==> src/rtl/u8pv_pkg.sv <==
// u8pv_pkg: shared types and constants for the utf8 path byte validator
// no dependencies; imported by every module of the block
`timescale 1ns / 1ps

package u8pv_pkg;

    localparam int unsigned BYTE_W    = 8;
    localparam int unsigned PEND_W    = 2;
    localparam int unsigned PARTIAL_W = 10;
    localparam int unsigned CP_W      = 16;

    localparam logic [BYTE_W-1:0]  LEAD_LOW  = 8'hE4;
    localparam logic [BYTE_W-1:0]  LEAD_HIGH = 8'hE9;
    localparam logic [BYTE_W-1:0]  CONT_MASK = 8'hC0;
    localparam logic [BYTE_W-1:0]  CONT_MARK = 8'h80;
    localparam logic [CP_W-1:0]    CP_LOW    = 16'h4E00;
    localparam logic [CP_W-1:0]    CP_HIGH   = 16'h9FA5;

    // continuation bytes still expected
    localparam logic [PEND_W-1:0]  PEND_NONE = 2'd0;
    localparam logic [PEND_W-1:0]  PEND_ONE  = 2'd1;
    localparam logic [PEND_W-1:0]  PEND_TWO  = 2'd2;

    typedef struct packed {
        logic ascii_ok;
        logic is_ascii;
        logic is_lead;
        logic is_cont;
    } byte_class_t;

    typedef struct packed {
        logic [PEND_W-1:0]    pending;
        logic [PARTIAL_W-1:0] partial;
        logic                 reject;
    } path_state_t;

endpackage

==> src/rtl/u8pv_classify.sv <==
// u8pv_classify: sorts one path byte into ascii, lead and continuation classes
// depends on u8pv_pkg
`timescale 1ns / 1ps

module u8pv_classify
(
    input  logic [7:0]           path_byte,
    output u8pv_pkg::byte_class_t byte_class
);
    import u8pv_pkg::*;

    logic ascii_sym;
    logic ascii_space;
    logic ascii_digit;
    logic ascii_alpha;

    assign ascii_sym   = (path_byte == 8'h2E) || (path_byte == 8'h2F) ||
                         (path_byte == 8'h5F) || (path_byte == 8'h2D) ||
                         (path_byte == 8'h7E);
    assign ascii_space = (path_byte == 8'h20) ||
                         ((path_byte >= 8'h09) && (path_byte <= 8'h0D));
    assign ascii_digit = (path_byte >= 8'h30) && (path_byte <= 8'h39);
    assign ascii_alpha = ((path_byte >= 8'h41) && (path_byte <= 8'h5A)) ||
                         ((path_byte >= 8'h61) && (path_byte <= 8'h7A));

    always_comb
    begin
        byte_class.is_ascii = ~path_byte[7];
        byte_class.ascii_ok = ascii_sym | ascii_space | ascii_digit | ascii_alpha;
        byte_class.is_lead  = (path_byte >= LEAD_LOW) && (path_byte <= LEAD_HIGH);
        byte_class.is_cont  = ((path_byte & CONT_MASK) == CONT_MARK);
    end

endmodule

==> src/rtl/u8pv_step.sv <==
// u8pv_step: next path state and verdict for one classified byte
// depends on u8pv_pkg
`timescale 1ns / 1ps

module u8pv_step
(
    input  logic [7:0]            path_byte,
    input  u8pv_pkg::byte_class_t byte_class,
    input  u8pv_pkg::path_state_t cur_state,
    output u8pv_pkg::path_state_t next_state,
    output logic                  path_ok
);
    import u8pv_pkg::*;

    logic [CP_W-1:0] code_point;

    assign code_point = {cur_state.partial, path_byte[5:0]};

    always_comb
    begin
        next_state = cur_state;
        priority if (cur_state.reject)
        begin
            next_state.pending = PEND_NONE;
        end
        else if (cur_state.pending != PEND_NONE)
        begin
            if (!byte_class.is_cont)
            begin
                next_state.reject  = 1'b1;
                next_state.pending = PEND_NONE;
            end
            else if (cur_state.pending == PEND_TWO)
            begin
                next_state.partial = {cur_state.partial[3:0], path_byte[5:0]};
                next_state.pending = PEND_ONE;
            end
            else
            begin
                if ((code_point < CP_LOW) || (code_point > CP_HIGH))
                    next_state.reject = 1'b1;
                next_state.pending = PEND_NONE;
                next_state.partial = '0;
            end
        end
        else if (byte_class.is_ascii)
        begin
            if (!byte_class.ascii_ok)
                next_state.reject = 1'b1;
        end
        else if (byte_class.is_lead)
        begin
            next_state.partial = {6'd0, path_byte[3:0]};
            next_state.pending = PEND_TWO;
        end
        else
        begin
            next_state.reject = 1'b1;
        end
    end

    // a sequence cut short by the end of the path also fails
    assign path_ok = !next_state.reject && (next_state.pending == PEND_NONE);

endmodule

==> src/rtl/utf8_path_byte_validator.sv <==
// utf8_path_byte_validator: top level with input register, path state and verdict register
// depends on u8pv_pkg, u8pv_classify, u8pv_step
`timescale 1ns / 1ps

// Checks a path one byte per word and gives one verdict word (path_ok) for the byte
// marked is_last; other bytes give no output word. Allowed are ascii letters, digits,
// . / _ - ~ and whitespace, and three-byte sequences led by 0xE4..0xE9 that decode
// into U+4E00..U+9FA5. Any error is sticky until the end of the path, and the state
// clears after each verdict. One byte is taken every cycle unless in_stall is high: a byte
// sits in the input register, is checked by the classifier and step logic, and the
// verdict is registered in the output register. Bytes stall only while a last byte
// waits for a verdict that is still held by out_stall.
module utf8_path_byte_validator
(
    input  logic       clk,
    input  logic       rst_n,
    input  logic [7:0] path_byte,
    input  logic       is_last,
    input  logic       in_valid,
    output logic       in_stall,
    output logic       path_ok,
    output logic       out_valid,
    input  logic       out_stall
);
    import u8pv_pkg::*;

    logic        in_valid_reg;
    logic [7:0]  byte_reg;
    logic        last_reg;
    path_state_t state_reg;
    path_state_t state_next;
    logic        out_valid_reg;
    logic        ok_reg;
    logic        ok_next;
    byte_class_t byte_class;
    logic        advance;
    logic        in_take;

    // a non-last byte never needs the output register
    assign advance  = in_valid_reg && (!last_reg || !out_valid_reg || !out_stall);
    assign in_stall = in_valid_reg && !advance;
    assign in_take  = in_valid && !in_stall;

    u8pv_classify u_classify
    (
        .path_byte  (byte_reg),
        .byte_class (byte_class)
    );

    u8pv_step u_step
    (
        .path_byte  (byte_reg),
        .byte_class (byte_class),
        .cur_state  (state_reg),
        .next_state (state_next),
        .path_ok    (ok_next)
    );

    always_ff @(posedge clk or negedge rst_n)
    begin
        if (!rst_n)
        begin
            in_valid_reg <= 1'b0;
        end
        else if (in_take)
        begin
            in_valid_reg <= 1'b1;
        end
        else if (advance)
        begin
            in_valid_reg <= 1'b0;
        end
    end

    always_ff @(posedge clk)
    begin
        if (in_take)
        begin
            byte_reg <= path_byte;
            last_reg <= is_last;
        end
    end

    always_ff @(posedge clk or negedge rst_n)
    begin
        if (!rst_n)
        begin
            state_reg <= '0;
        end
        else if (advance)
        begin
            if (last_reg)
                state_reg <= '0;
            else
                state_reg <= state_next;
        end
    end

    always_ff @(posedge clk or negedge rst_n)
    begin
        if (!rst_n)
        begin
            out_valid_reg <= 1'b0;
        end
        else if (advance && last_reg)
        begin
            out_valid_reg <= 1'b1;
        end
        else if (!out_stall)
        begin
            out_valid_reg <= 1'b0;
        end
    end

    always_ff @(posedge clk)
    begin
        if (advance && last_reg)
            ok_reg <= ok_next;
    end

    assign out_valid = out_valid_reg;
    assign path_ok   = ok_reg;

`ifndef ASSERT_OFF
    a_pending_range: assert property (@(posedge clk) disable iff (!rst_n)
        state_reg.pending != 2'd3)
        else $error("pending count out of range");

    a_reject_no_pending: assert property (@(posedge clk) disable iff (!rst_n)
        state_reg.reject |-> (state_reg.pending == PEND_NONE))
        else $error("sticky error with continuation still pending");

    a_clear_after_verdict: assert property (@(posedge clk) disable iff (!rst_n)
        (advance && last_reg) |=> (state_reg == '0) && out_valid_reg)
        else $error("state not cleared after verdict");

    a_stall_cause: assert property (@(posedge clk) disable iff (!rst_n)
        in_stall |-> (in_valid_reg && last_reg && out_valid_reg && out_stall))
        else $error("input stalled without a held verdict");
`endif

endmodule

==> config.mk <==
export PLATFORM = sky130hd
export DESIGN_NAME = utf8_path_byte_validator
export DESIGN_NICKNAME = d
export VERILOG_FILES = /design/src/rtl/u8pv_pkg.sv /design/src/rtl/u8pv_classify.sv /design/src/rtl/u8pv_step.sv /design/src/rtl/utf8_path_byte_validator.sv
export SDC_FILE = /design/constraint.sdc
export NUM_CORES = 1
export LEC_CHECK = 0
export BUFFER_PORTS_ARGS = -buffer_cell sky130_fd_sc_hd__buf_4
export CORE_MARGIN = 2
export CORE_UTILIZATION = 45
export CTS_CLUSTER_DIAMETER = 80
export DETAILED_ROUTE_END_ITERATION = 10
export GPL_ROUTABILITY_DRIVEN = 0
export PLACE_DENSITY_LB_ADDON = 0.08
export SLEW_MARGIN = 10
export SYNTH_ARGS = -nofsm -noshare
export SYNTH_HDL_FRONTEND = slang
export SYNTH_SLANG_ARGS = --single-unit
==> constraint.sdc <==
create_clock -name clk -period 4.8 [get_ports clk]
set_clock_uncertainty 0.1 [all_clocks]
set_input_delay 0.96 -clock clk [delete_from_list [all_inputs] [get_ports clk]]
set_output_delay 0.96 -clock clk [all_outputs]
set_load 0.01 [all_outputs]
==> impl_summary.log, run 1 <==
[metrics] run status: finished, final reports clean
[metrics] total die area: 3450 um2
[metrics] Power per Cell Area: between 200 and 300 nW/um2
[metrics] standard cell with the maximum stage delay on the critical path: buf_4
[metrics] setup TNS: 0 ps
[metrics] CTS max path bufs: 2
[metrics] core area: 2810 um2
[metrics] final antenna-violating net count: 0
[metrics] worst path cell trace: buf_4, nand4_1, inv_1, buf_4
[metrics] source-to-sink clock delay at the later pin of the worst-skew pair: 330 ps
[metrics] Post-Synthesis Net Count: 151
[metrics] Synth Area per Inst: approximately 9.8 um2
[metrics] share of synthesized flip-flops with an asynchronous set or reset: 60.0%
[metrics] top area cells in the synthesized netlist: dfrtp_1 28%, edfxtp_1 22%, o21ai_0 5.2%
[metrics] number of sinks handled by clock tree synthesis: 25
[metrics] Power, Total: 0.000390 W
[metrics] effective utilization at floorplan: 48.0%
[metrics] startpoint class of the critical path: input pin
[metrics] final antenna diode count: 0
[metrics] Site Rows: 19
[metrics] Commonest cells post-synth: 15 x dfrtp_1, 15 x nand2_1, 14 x o21ai_0
[metrics] largest net degree at the start of global routing: 25
[metrics] overall overflow remaining after global route: 0
[metrics] Hold Fails Final Rpt: 0
[metrics] largest area contributor in the netlist: dfrtp_1
[metrics] final routed DRC violation total: 0
[metrics] port buffer count: 15
[metrics] highest net fanout along the worst path: 4
[metrics] I/O pin count: 16
[metrics] fraction of final layout cells with drive strength greater than 1: ~15%
[metrics] quantity of gates resized following cts: 0
[metrics] TritonCTS clock tree: built
[metrics] count of buffers added by post-CTS timing repair for setup: 0
[metrics] width of the die: slightly below 60 um
[metrics] relative slew slack: 25.9%
[metrics] number of warnings printed during yosys synthesis: 0
[metrics] average routed wire per standard cell: 15.6 um
[metrics] initial antenna violation count: 0
[metrics] static leakage power: 0.583 nW
[metrics] number of endpoints failing setup at the final stage: 0
[metrics] drt via density: 5.99
[metrics] Final Slew Violations: 0
[metrics] total number of vias: 1055
[metrics] number of nets in the layout: approximately 160
[metrics] H-tree depth: 1
[metrics] most used flip-flop cell after synthesis: dfrtp_1
[metrics] wire length of the first global-routing pass: 4810 um
[metrics] time the final worst path needs with I/O delays and setup: roughly 2500 ps
[metrics] number of global-route vias before repair: between 1k and 1.5k
[metrics] number of register bits inferred by synthesis: 25
[metrics] Reg-to-Reg End: state_reg[1]
[metrics] Worst EP required: 3740 ps
[metrics] type of the worst setup path: in2out
[metrics] worst min-delay path category: in2async
[metrics] vertical die dimension: 58.7 um
[metrics] HPWL Detailed: 1970 um
[metrics] maximum clock frequency: a little over 400 MHz
[metrics] max FFs per register: 13
[metrics] arrival time of data at the critical path endpoint: roughly 1400 ps
[metrics] worst vdd rail ir drop: 0.183 mV
[metrics] critical path capture point type: output pin
[metrics] Overall Global Routing Usage: 18.1%
[metrics] number of DRC markers in iteration 0: 65
[metrics] Post-synth EDFFs: 10
[metrics] number of hold buffers added after cts: 0
[metrics] R2R Path Start: byte_reg[7]
[metrics] most frequent CP cell: buf_4
[metrics] final cycle utilization of the critical path: 51.1%
[metrics] clock-pin slew reported for the worst setup and hold paths after clock tree synthesis: 140 ps
[metrics] R2R depth: 5
[metrics] portion of the post-synthesis area used by sequential elements: 50.1%
[metrics] area fraction of the dominant cell type after synthesis: between 20% and 30%
[metrics] total wire length after detailed routing: 2740 um
[metrics] number of max-cap violations: 0
[metrics] cell area after synthesis: between 1000 and 1500 um2
[metrics] worst hold slack: between 300 and 400 ps
[metrics] Area Growth Syn to Fin: 9.19%
[metrics] Mapped Cells: roughly 140
[metrics] setup repair after global routing missed its margin: false
[metrics] delay of the slowest critical-path stage: about 140 ps
[metrics] clock buffers created by TritonCTS: 3
[metrics] transition at the pin with the smallest max-transition slack: 1110 ps
[metrics] slack of the worst reg-to-reg path: between 2000 and 2500 ps
[metrics] cell at the root of the clock tree: clkbuf_4
[metrics] DR pass1 iterations: 4
[metrics] Yosys cell types: 42
## placed cells by master, fill, tap and decap left out, drive strengths merged, types with 2 or more instances in the layout
master	n
nor3	5
o21ai	14
a21oi	4
nand3b	3
buf	15
nor2b	2
inv	7
dfrtp	15
nand4	2
nor4	2
and3	2
clkbuf	3
o41ai	5
o31ai	7
nand2	15
nand3	3
nand2b	2
nor3b	3
nand4b	3
edfxtp	10
nor2	5
and2	2
## kinds of logic (layout without fill, tap and decap cells)
logic type | count (synthesis) | count (layout) | synth area share (%)
DFF | 25 | 25 | 50.1
buffers and inverters | 19 | 26 | 6.50
AOI/OAI and AO/OA | 40 | 40 | 20.2
muxes | 1 | 1 | 0.743
xor gates and xnor gates | 1 | 1 | 0.650
and+or+nand+nor | 52 | 52 | 21.8
## layer usage
| layer | GRT usage [%] | vias to the layer above | part of all wire (%) |
|---|---|---|---|
| li1 | - | 529 | - |
| met1 | 24.2 | 500 | 46 |
| met2 | 30.3 | 21 | 49 |
| met3 | 3.30 | 5 | 4.2 |
| met4 | 4.87 | 0 | 1.4 |
| met5 | 0 | - | 0 |
## stage by stage
step / worst slack (ps) / util [%] / instances / area [um2]
final: 2350 / 52.5 / 176 / 1470
after global routing: 2210 / 52.5 / 176 / 1470
after CTS: 2340 / 52.5 / 176 / 1470
after floorplan: 2560 / - / 138 / 1350
after detailed placement: 2340 / 51.5 / 172 / 1440
after global placement: 2360 / 51.5 / 172 / 1440
## report_power, final
part | internal, W | switching, W | total, W | leakage [nW]
clock | 0.0000313 | 0.0000667 | 0.0000981 | 0.0177
sequential | 0.000232 | 0.0000144 | 0.000247 | 0.302
combinational | 0.0000203 | 0.0000249 | 0.0000452 | 0.264
## cell type report
class / count / area (um2)
clock inverter: 1 / 5.00
multi-input combinational: 94 / 591
sequential: 25 / 676
tap: 31 / 38.8
inverter: 7 / 26.3
timing repair buffer: 15 / 113
fill: 269 / 1330
clock buffer: 3 / 22.5
## critical path: cells and delay by family
| kind | cells | cell delay, ps |
|---|---|---|
| buffers and inverters | 3 | 310 |
| AND/OR/NAND/NOR | 1 | 120 |
## worst max path at each step
stage / start / endpoint / cells after the start
after floorplan: out_stall / in_stall / 2
after global placement: out_stall / in_stall / 4
after detailed placement: out_stall / in_stall / 4
after CTS: out_stall / in_stall / 4
after global routing: byte_reg[7] / state_reg[1] / 5
final: out_stall / in_stall / 4
Note: power is estimated with default switching activity, not from simulation.
==> run 2, diff against run 1 <==
==> constraint.sdc (replaced) <==
create_clock -name clk -period 2.33 [get_ports clk]
set_clock_uncertainty 0.1 [all_clocks]
set_input_delay 0.466 -clock clk [delete_from_list [all_inputs] [get_ports clk]]
set_output_delay 0.466 -clock clk [all_outputs]
set_load 0.01 [all_outputs]
==> run 2 against run 1 <==
  * Core utilization up 2.4 points
  * Via count rose by 6.4%
  * Total power grew 110%
  * Global-route usage down 0.38 points
  * Wire length increased by 3.1%
  * Setup slack worse by 2100 ps
  * Clock-buffer cell count unchanged
  * Critical endpoint is now path_ok
  * Combinational power grew 150%
  * Largest cell class unchanged
==> impl_summary.log, run 2 (synthesis gave the netlist of run 1 again) <==
[metrics] run status: finished, final reports clean (unchanged)
[metrics] number of global-route vias before repair: 998 (was 1060)
[metrics] Internal Dissipation: 0.000593 W (was 0.000284 W)
[metrics] H-tree depth: 1 (unchanged)
[metrics] Overall Global Routing Usage: 17.7% (was 18.1%)
[metrics] drt via density: 6.14 (was 5.99)
[metrics] Site Rows: 19 (unchanged)
[metrics] Hold Fails Final Rpt: 0 (unchanged)
[metrics] width of the die: 58.7 um (unchanged)
[metrics] maximum clock frequency: 476 MHz
[metrics] number of endpoints failing setup at the final stage: 0 (unchanged)
[metrics] CTS max path bufs: 2 (unchanged)
[metrics] slack of the worst reg-to-reg path: 230 ps (was 2450 ps)
[metrics] Reg-to-Reg End: path_ok (was state_reg[1])
[metrics] overall overflow remaining after global route: 0 (unchanged)
[metrics] termination of the worst setup path: path_ok (was in_stall)
[metrics] HPWL Detailed: 2020 um (was 1970 um)
[metrics] clock-pin slew reported for the worst setup and hold paths after clock tree synthesis: 140 ps (about the same)
[metrics] Clk network pwr share: 24.3% (was 25.1%)
[metrics] Final Slew Violations: 0 (unchanged)
[metrics] Critical Path Source: byte_reg[4] (was out_stall)
[metrics] total number of vias: 1123 (was 1055)
[metrics] Filler cells: 253 (was 269)
[metrics] setup repair after global routing missed its margin: false (unchanged)
[metrics] DR pass1 iterations: 4 (unchanged)
[metrics] highest net fanout along the worst path: 9 (was 4)
[metrics] proportion of power drawn by combinational gates: 14.0% (was 11.6%)
[metrics] final cycle utilization of the critical path: 90.2%
[metrics] proportion of power drawn by flip-flops and latches: 61.7% (was 63.3%)
[metrics] static leakage power: 0.619 nW (was 0.583 nW)
[metrics] Area Growth Syn to Fin: 14.1% (was 9.19%)
[metrics] time the final worst path needs with I/O delays and setup: around 2100 ps
[metrics] most common cell after layout, fill and taps aside: buf_4
[metrics] most frequent cells in the layout: 21 x buf_4, 15 x nand2_1, 15 x dfrtp_1 (was 15 x nand2_1, 15 x dfrtp_1, 15 x buf_4)
[metrics] critical path capture point type: flip-flop (was output pin)
[metrics] Net Switching: 0.000217 W (was 0.000106 W)
[metrics] port buffer count: 15 (unchanged)
[metrics] number of nets in the layout: 166 (was 159)
[metrics] startpoint class of the critical path: flip-flop (was input pin)
[metrics] type of the worst setup path: reg2reg (was in2out)
[metrics] wire length of the first global-routing pass: 4570 um (was 4810 um)
[metrics] final antenna diode count: 0 (unchanged)
[metrics] average routed wire per standard cell: 15.4 um (was 15.6 um)
[metrics] Power per Cell Area: 526 nW/um2 (was 265 nW/um2)
[metrics] effective utilization at floorplan: 48.0% (unchanged)
[metrics] clock buffers created by TritonCTS: 3 (unchanged)
[metrics] cell at the root of the clock tree: clkbuf_4 (unchanged)
[metrics] total wire length after detailed routing: 2820 um (was 2740 um)
[metrics] source-to-sink clock delay at the later pin of the worst-skew pair: 330 ps (about the same)
[metrics] number of max-cap violations: 0 (unchanged)
[metrics] worst min-delay path category: in2reg (was in2async)
[metrics] vertical die dimension: 58.7 um (unchanged)
[metrics] max FFs per register: 13 (unchanged)
[metrics] arrival time of data at the critical path endpoint: 2080 ps (was 1390 ps)
[metrics] final antenna-violating net count: 0 (unchanged)
[metrics] TritonCTS clock tree: built (unchanged)
[metrics] largest net degree at the start of global routing: 25 (unchanged)
[metrics] initial antenna violation count: 0 (unchanged)
[metrics] core area: 2810 um2 (unchanged)
[metrics] number of DRC markers in iteration 0: 32 (was 65)
[metrics] fraction of final layout cells with drive strength greater than 1: 18.4% (was 15.2%)
[metrics] Worst EP required: 2310 ps (was 3740 ps)
[metrics] switching portion of total power: 26.8% (was 27.2%)
[metrics] setup TNS: 0 ps (unchanged)
[metrics] R2R depth: 5 (unchanged)
[metrics] R2R Path Start: byte_reg[4] (was byte_reg[7])
[metrics] total die area: 3450 um2 (unchanged)
[metrics] final routed DRC violation total: 0 (unchanged)
[metrics] I/O pin count: 16 (unchanged)
[metrics] transition at the pin with the smallest max-transition slack: 766 ps (was 1110 ps)
[metrics] worst vdd rail ir drop: 0.385 mV (was 0.183 mV)
[metrics] worst hold slack: 201 ps (was 353 ps)
[metrics] relative slew slack: 48.9% (was 25.9%)
[metrics] number of sinks handled by clock tree synthesis: 25 (unchanged)
[run 2: cell count changes in the layout (fill, tap and decap cells not counted), sizes merged]
cell	change
buf	+6
dlygate4sd3	+1
[run 2: layout make-up]
cell class                 count  area (um2)  share of cell area (%)
tap                           31        38.8                    2.52
timing repair buffer          22         168                    10.9
clock inverter                 1        5.00                   0.325
inverter                       7        26.3                    1.71
clock buffer                   3        22.5                    1.46
multi-input combinational     94         602                    39.1
sequential                    25         676                    43.9
[run 2: per-layer routing]
layer | vias to the layer above | track usage (%) | share of wire [%]
met4 | 0 | 6.82 | 1.6
li1 | 545 | - | -
met2 | 30 | 29.2 | 49
met3 | 7 | 2.64 | 3.2
met1 | 541 | 23.5 | 46
met5 | - | 0 | 0
[run 2: worst min path at each step]
stage	start	end	slack, ps	cells after the start
floorplan	rst_n	in_valid_reg	70	0
global placement	rst_n	state_reg[8]	230	1
detailed placement	rst_n	state_reg[10]	230	1
CTS	path_byte[6]	byte_reg[6]	200	1
global route	path_byte[2]	byte_reg[2]	180	1
finish	is_last	last_reg	200	1
[run 2: power by group through the flow]
stage	sequential (W)	clock (W)	combinational (W)
finish	0.000500	0.000197	0.000113
global route	0.000503	0.000226	0.000125
CTS	0.000499	0.000200	0.000112
detailed placement	0.000508	0	0.000109
global placement	0.000507	0	0.000108
floorplan	0.000500	0	0.0000725
[run 2: what timing repair did]
| action | CTS | global route |
|---|---|---|
| setup endpoints to repair | 0 | 10 |
| setup buffers | 0 | 0 |
| hold buffers | 1 | 0 |
| endpoints found under the hold margin | 15 | 0 |
| gates resized for setup | 0 | 1 |
[run 2: stage by stage]
step | instances | power, W | cell area (um2) | utilization (%) | setup WS, ps
floorplan | 138 | 0.000572 | 1350 | - | 438
global placement | 178 | 0.000616 | 1490 | 53.1 | 192
detailed placement | 178 | 0.000617 | 1490 | 53.1 | 93.7
CTS | 183 | 0.000811 | 1530 | 54.4 | 58.5
global route | 183 | 0.000853 | 1540 | 54.8 | 34.0
finish | 183 | 0.000809 | 1540 | 54.8 | 228
[run 2: critical path: stages (launching register included)]
cell and delay (ps):
edfxtp_1 550, or4_1 550, nor2_1 110, o22ai_1 100, nor4_2 350, nor4_1 100
